===== src/hw/rtl/ssph_pkg.sv =====
// Shared types, constants and widths for the spectrum smoothing and peak hold core.
package ssph_pkg;

    // bin store geometry
    localparam int BINS      = 1024;
    localparam int BIN_W     = $clog2(BINS);

    // field widths
    localparam int BIN_IDX_W = 10;
    localparam int LEVEL_W   = 16;
    localparam int AGE_W     = 16;
    localparam int ALPHA_W   = 16;
    localparam int HOLD_W    = 16;
    localparam int DECAY_W   = 15;
    localparam int CFG_W     = 16;
    localparam int CFG_IDX_W = 2;
    localparam int S_TDATA_W = 32;
    localparam int M_TDATA_W = 48;

    // -120 dB in Q8.8
    localparam logic signed [LEVEL_W-1:0] FLOOR_DB = -16'sd30720;
    localparam logic [AGE_W-1:0]          AGE_MAX  = '1;

    // register indexes
    localparam logic [CFG_IDX_W-1:0] REG_ALPHA = 2'd0;
    localparam logic [CFG_IDX_W-1:0] REG_HOLD  = 2'd1;
    localparam logic [CFG_IDX_W-1:0] REG_DECAY = 2'd2;

    // register reset values
    localparam logic [ALPHA_W-1:0] ALPHA_RST = 16'd45875;
    localparam logic [HOLD_W-1:0]  HOLD_RST  = 16'd43;
    localparam logic [DECAY_W-1:0] DECAY_RST = 15'd89;

    typedef struct packed {
        logic [AGE_W-1:0]          age;
        logic signed [LEVEL_W-1:0] peak;
        logic signed [LEVEL_W-1:0] smoothed;
    } ssph_entry_t;

    typedef struct packed {
        logic [ALPHA_W-1:0] alpha;
        logic [HOLD_W-1:0]  hold;
        logic [DECAY_W-1:0] decay;
    } ssph_cfg_t;

    localparam ssph_entry_t ENTRY_RST = '{age: '0, peak: FLOOR_DB, smoothed: FLOOR_DB};

endpackage


===== src/hw/rtl/ssph_bin_update.sv =====
// Per-bin update: asymmetric one-pole smoothing, peak hold with age and floored decay.
module ssph_bin_update
    import ssph_pkg::*;
(
    input  logic signed [LEVEL_W-1:0] level_db,
    input  ssph_entry_t               old_entry,
    input  ssph_cfg_t                 cfg,
    output ssph_entry_t               new_entry
);

    logic                      attack;
    logic [ALPHA_W-1:0]        coef;
    logic signed [LEVEL_W:0]   diff;
    logic signed [2*LEVEL_W+1:0] prod;
    logic signed [2*LEVEL_W+2:0] acc;
    logic signed [LEVEL_W-1:0] sm;
    logic [AGE_W-1:0]          age_inc;
    logic                      do_decay;
    logic signed [LEVEL_W:0]   pk_dec;

    // new = cur + (old - cur) * c / 2^16, rounded half up
    always_comb begin
        attack = level_db > old_entry.smoothed;
        coef   = attack ? {1'b0, cfg.alpha[ALPHA_W-1:1]} : cfg.alpha;
        diff   = $signed({old_entry.smoothed[LEVEL_W-1], old_entry.smoothed})
               - $signed({level_db[LEVEL_W-1], level_db});
        prod   = diff * $signed({1'b0, coef});
        acc    = $signed({{3{level_db[LEVEL_W-1]}}, level_db, 16'h8000})
               + $signed({prod[2*LEVEL_W+1], prod});
        sm     = acc[2*LEVEL_W-1:LEVEL_W];
    end

    always_comb begin
        age_inc  = (old_entry.age == AGE_MAX) ? old_entry.age : old_entry.age + 16'd1;
        do_decay = age_inc > cfg.hold;
        pk_dec   = $signed({old_entry.peak[LEVEL_W-1], old_entry.peak})
                 - $signed(do_decay ? {2'b00, cfg.decay} : 17'd0);

        new_entry.smoothed = sm;
        if (sm >= old_entry.peak) begin
            new_entry.peak = sm;
            new_entry.age  = '0;
        end else begin
            new_entry.age  = age_inc;
            if (pk_dec < $signed({FLOOR_DB[LEVEL_W-1], FLOOR_DB})) begin
                new_entry.peak = FLOOR_DB;
            end else begin
                new_entry.peak = pk_dec[LEVEL_W-1:0];
            end
        end
    end

endmodule

===== config.mk =====
export PLATFORM = sky130hd
export DESIGN_NAME = ssph_bin_update
export DESIGN_NICKNAME = d
export VERILOG_FILES = /design/src/hw/rtl/ssph_pkg.sv /design/src/hw/rtl/ssph_bin_update.sv
export SDC_FILE = /design/constraint.sdc
export NUM_CORES = 1
export LEC_CHECK = 0
export ABC_AREA = 1
export BUFFER_PORTS_ARGS = -buffer_cell sky130_fd_sc_hd__buf_2
export CORE_MARGIN = 4
export CORE_UTILIZATION = 50
export DETAILED_ROUTE_END_ITERATION = 7
export PLACE_DENSITY = 0.8
export RECOVER_POWER = 50
export SLEW_MARGIN = 5
export SYNTH_ARGS = -nofsm -noshare
export SYNTH_HDL_FRONTEND = slang
export SYNTH_SLANG_ARGS = --single-unit

===== constraint.sdc =====
create_clock -name vclk -period 22.6
set_input_delay 2.26 -clock vclk [all_inputs]
set_output_delay 2.26 -clock vclk [all_outputs]
set_load 0.02 [all_outputs]

==> run summary <==
The cell depth of the worst hold path was 4. The worst slew margin relative to its limit came out at -0.173. The post-synthesis cell count came out at 1977. Relative to the synthesized area, the layout overhead comes to 7.68%.

The pin count of the biggest net entering global routing came out at 35. Gates resized during post-CTS repair numbered 0. The type of the worst setup path was in -> out. The cell area that synthesis handed to floorplanning was 0.0146 mm^2. For this block, the routed nets add up to 40.8 mm of wire. 0 antenna diodes ended up in the layout. The type of element capturing the critical path is an output port. The uppermost layer routed was met4. The max-capacitance violation count came out at 1. The HPWL after detailed placement is 36.1 mm.

The share of the synthesized area in the top cell type came out at 0.401. After detailed routing, the number of remaining DRC violations is 0. In this run the mean area of a mapped cell was 7.38 um^2. The via density per instance came out at 5.20. The maximum clock rate was 59.5 MHz. The synthesized netlist net count is 2535, and the share of post-route cells with drive strength above 1 is 0.0979. In the detailed route, the total length drawn on met3 is 3.27 mm. The tools report the count of vias placed by the detailed router as 13000.

For the sequential fraction of the synthesis area, the log shows 0. Yosys mapped the design onto 54 distinct sky130hd cell types. The number of endpoints with negative hold slack in the final report is 0. The tools report the kind of start point of the critical path as a primary input. After detailed routing, the average wire length per cell comes to 16.3 um. The flow ran to the end, but the final reports show violations.

The post-synthesis cell type with the largest combined area was fa_1. Yosys printed 0 warnings. The initial core utilization came out at 0.507. The tools report the number of antenna violations at the first check in global routing as 0. After floorplanning, the core was divided into 62 placement rows. The die covers 0.0320 mm^2. Library cell contributing the largest single delay on the critical path: o21ai_0. During I/O placement, the number of pins put on the boundary was 159. For the number of pins with negative max-slew slack in the final report, the log shows 14. The number of hold buffers added after CTS was 0. Leaving out filler cells and counting taps, the final layout contains 2498. Measured along the y axis, the die boundary spans 179 um. The die is 179 um wide.

The logs give 13600 for the number of global-route vias before repair and 0.0288 mm^2 for the core area. In this run, the number of DRC markers left after iteration 0 of detailed routing was 896. Setup violations remaining at the end of the flow were counted as 0.

The count of buffers added on input and output ports is 159. The flip-flop and latch area is 0 um^2. The class of the most critical hold timing path was in -> out. Setup total negative slack on the finished layout was measured at 0 ns. The logs give 0 for the leftover overflow at the end of global routing and 0 for the number of clock buffer instances in the layout. Once detail routing completed, the nets flagged for antenna violations numbered 0. Setup repair after global routing left no endpoint under its margin. For the pin with the worst max-slew slack, the measured transition is 1.74 ns. The detailed-route wire length on metal 1 is 15.8 mm, and the first-pass GRT wire length is 66.3 mm.

In this run the post-CTS setup repair buffer count came out at 0. Before antenna repair, the detailed router went through 5 iterations. The overall track demand over capacity in global routing is 0.260. The commonest cells after synthesis are inv_1 (587), nand2_1 (308), fa_1 (292), nor2_1 (232), ha_1 (155). The cell with the most instances after synthesis is inv_1. Routability-driven placement finished with a final weighted congestion of 1.01. Summed over all nets, wire length on met2 after detailed routing comes to 19.9 mm.

The endpoint required time on the critical path was 20.34 ns; the portion of the clock cycle consumed by the worst path in the final layout was 0.744. The checks that failed: max-capacitance violations, max-slew violations. After synthesis, the cell types taking the most area are fa_1 (40%), inv_1 (15%), ha_1 (13%), nand2_1 (7.9%), nor2_1 (6.0%).

At the worst endpoint, the arrival time is 14.55 ns. Counting tap cells, the placed design contains a total of 2498 instances. The post-route minimum period was 16.81 ns; the number of nets in the layout was 2674. The final layout contains a sequential cell count of 0. On the worst path, the slowest cell contributes a delay of 1.60 ns. The biggest fanout along the worst timing path came out at 34.
-- cell type report --
type / instances / area [um^2]
repair buffers: 168 / 847
inverters: 598 / 2240
fillers: 2725 / 13100
well taps: 384 / 480
multi-input cells: 1348 / 12100
-- path summary, 6_finish.rpt --
check             slack (ns)           from             to
setup / recovery        5.79    level_db[8]  new_entry[34]
hold / removal          4.97  old_entry[46]  new_entry[46]
-- cells in the final DEF (no fill, tap or decap), types with 2 or more instances in the layout --
cell,Yosys,layout
a2111oi_0,2,2
a21boi_0,3,3
a21o_1,8,8
a21oi_1,72,72
a21oi_2,2,2
a31o_2,2,2
a31oi_1,5,6
and2_0,0,2
and2_1,9,7
buf_2,15,146
buf_4,2,9
clkbuf_1,11,13
clkinv_1,4,4
fa_1,292,292
ha_1,155,155
inv_1,587,588
inv_2,7,6
nand2_1,308,309
nand2_2,7,6
nand3_1,58,59
nand3b_1,2,2
nand4_1,12,12
nor2_1,232,232
nor3_1,22,23
nor4_1,8,8
o21a_1,4,4
o21ai_0,23,24
o21ai_1,14,13
o21ai_2,10,10
o21ai_4,2,2
o21bai_1,4,4
o221ai_1,4,4
or2_2,15,15
xnor2_1,17,17
xor2_1,34,37
-- cells by family after synthesis --
family,count (synthesis),share of synthesized area
AOI/OAI and AO/OA,162,0.0686
muxes,1,0.000943
xor gates and xnor gates,56,0.0370
buffers and inverters,629,0.165
adders and majority gates,447,0.534
and+or+nand+nor,682,0.195
-- metrics by stage --
| step | area (um^2) | util | hold slack, ns | setup slack, ns |
|---|---|---|---|---|
| after floorplan | 14600 | - | 4.75 | 9.36 |
| after global placement | 15800 | 0.548 | 4.95 | 7.91 |
| after detailed placement | 15800 | 0.548 | 4.95 | 7.42 |
| after CTS | 15800 | 0.548 | 4.96 | 7.40 |
| after global routing | 15700 | 0.546 | 4.99 | 4.92 |
| final | 15700 | 0.546 | 4.97 | 5.79 |
-- routing by layer --
| layer | GRT usage | vias to the layer above |
|---|---|---|
| met2 | 0.445 | 605 |
| met1 | 0.339 | 6195 |
| li1 | - | 6084 |
| met4 | 0.0924 | 0 |
| met3 | 0.0350 | 116 |
| met5 | 0 | - |
-- worst max-delay path: cells and delay by family --
kind,cells,cell delay (ns)
adders and majority gates,9,4.22
xor gates and xnor gates,1,0.07
buffers and inverters,8,1.83
and+or+nand+nor,16,3.10
AOI/OAI and AO/OA,5,3.05
Power is not shown: default switching activity piles up to over one toggle a cycle in this logic, so the estimate is an artifact.
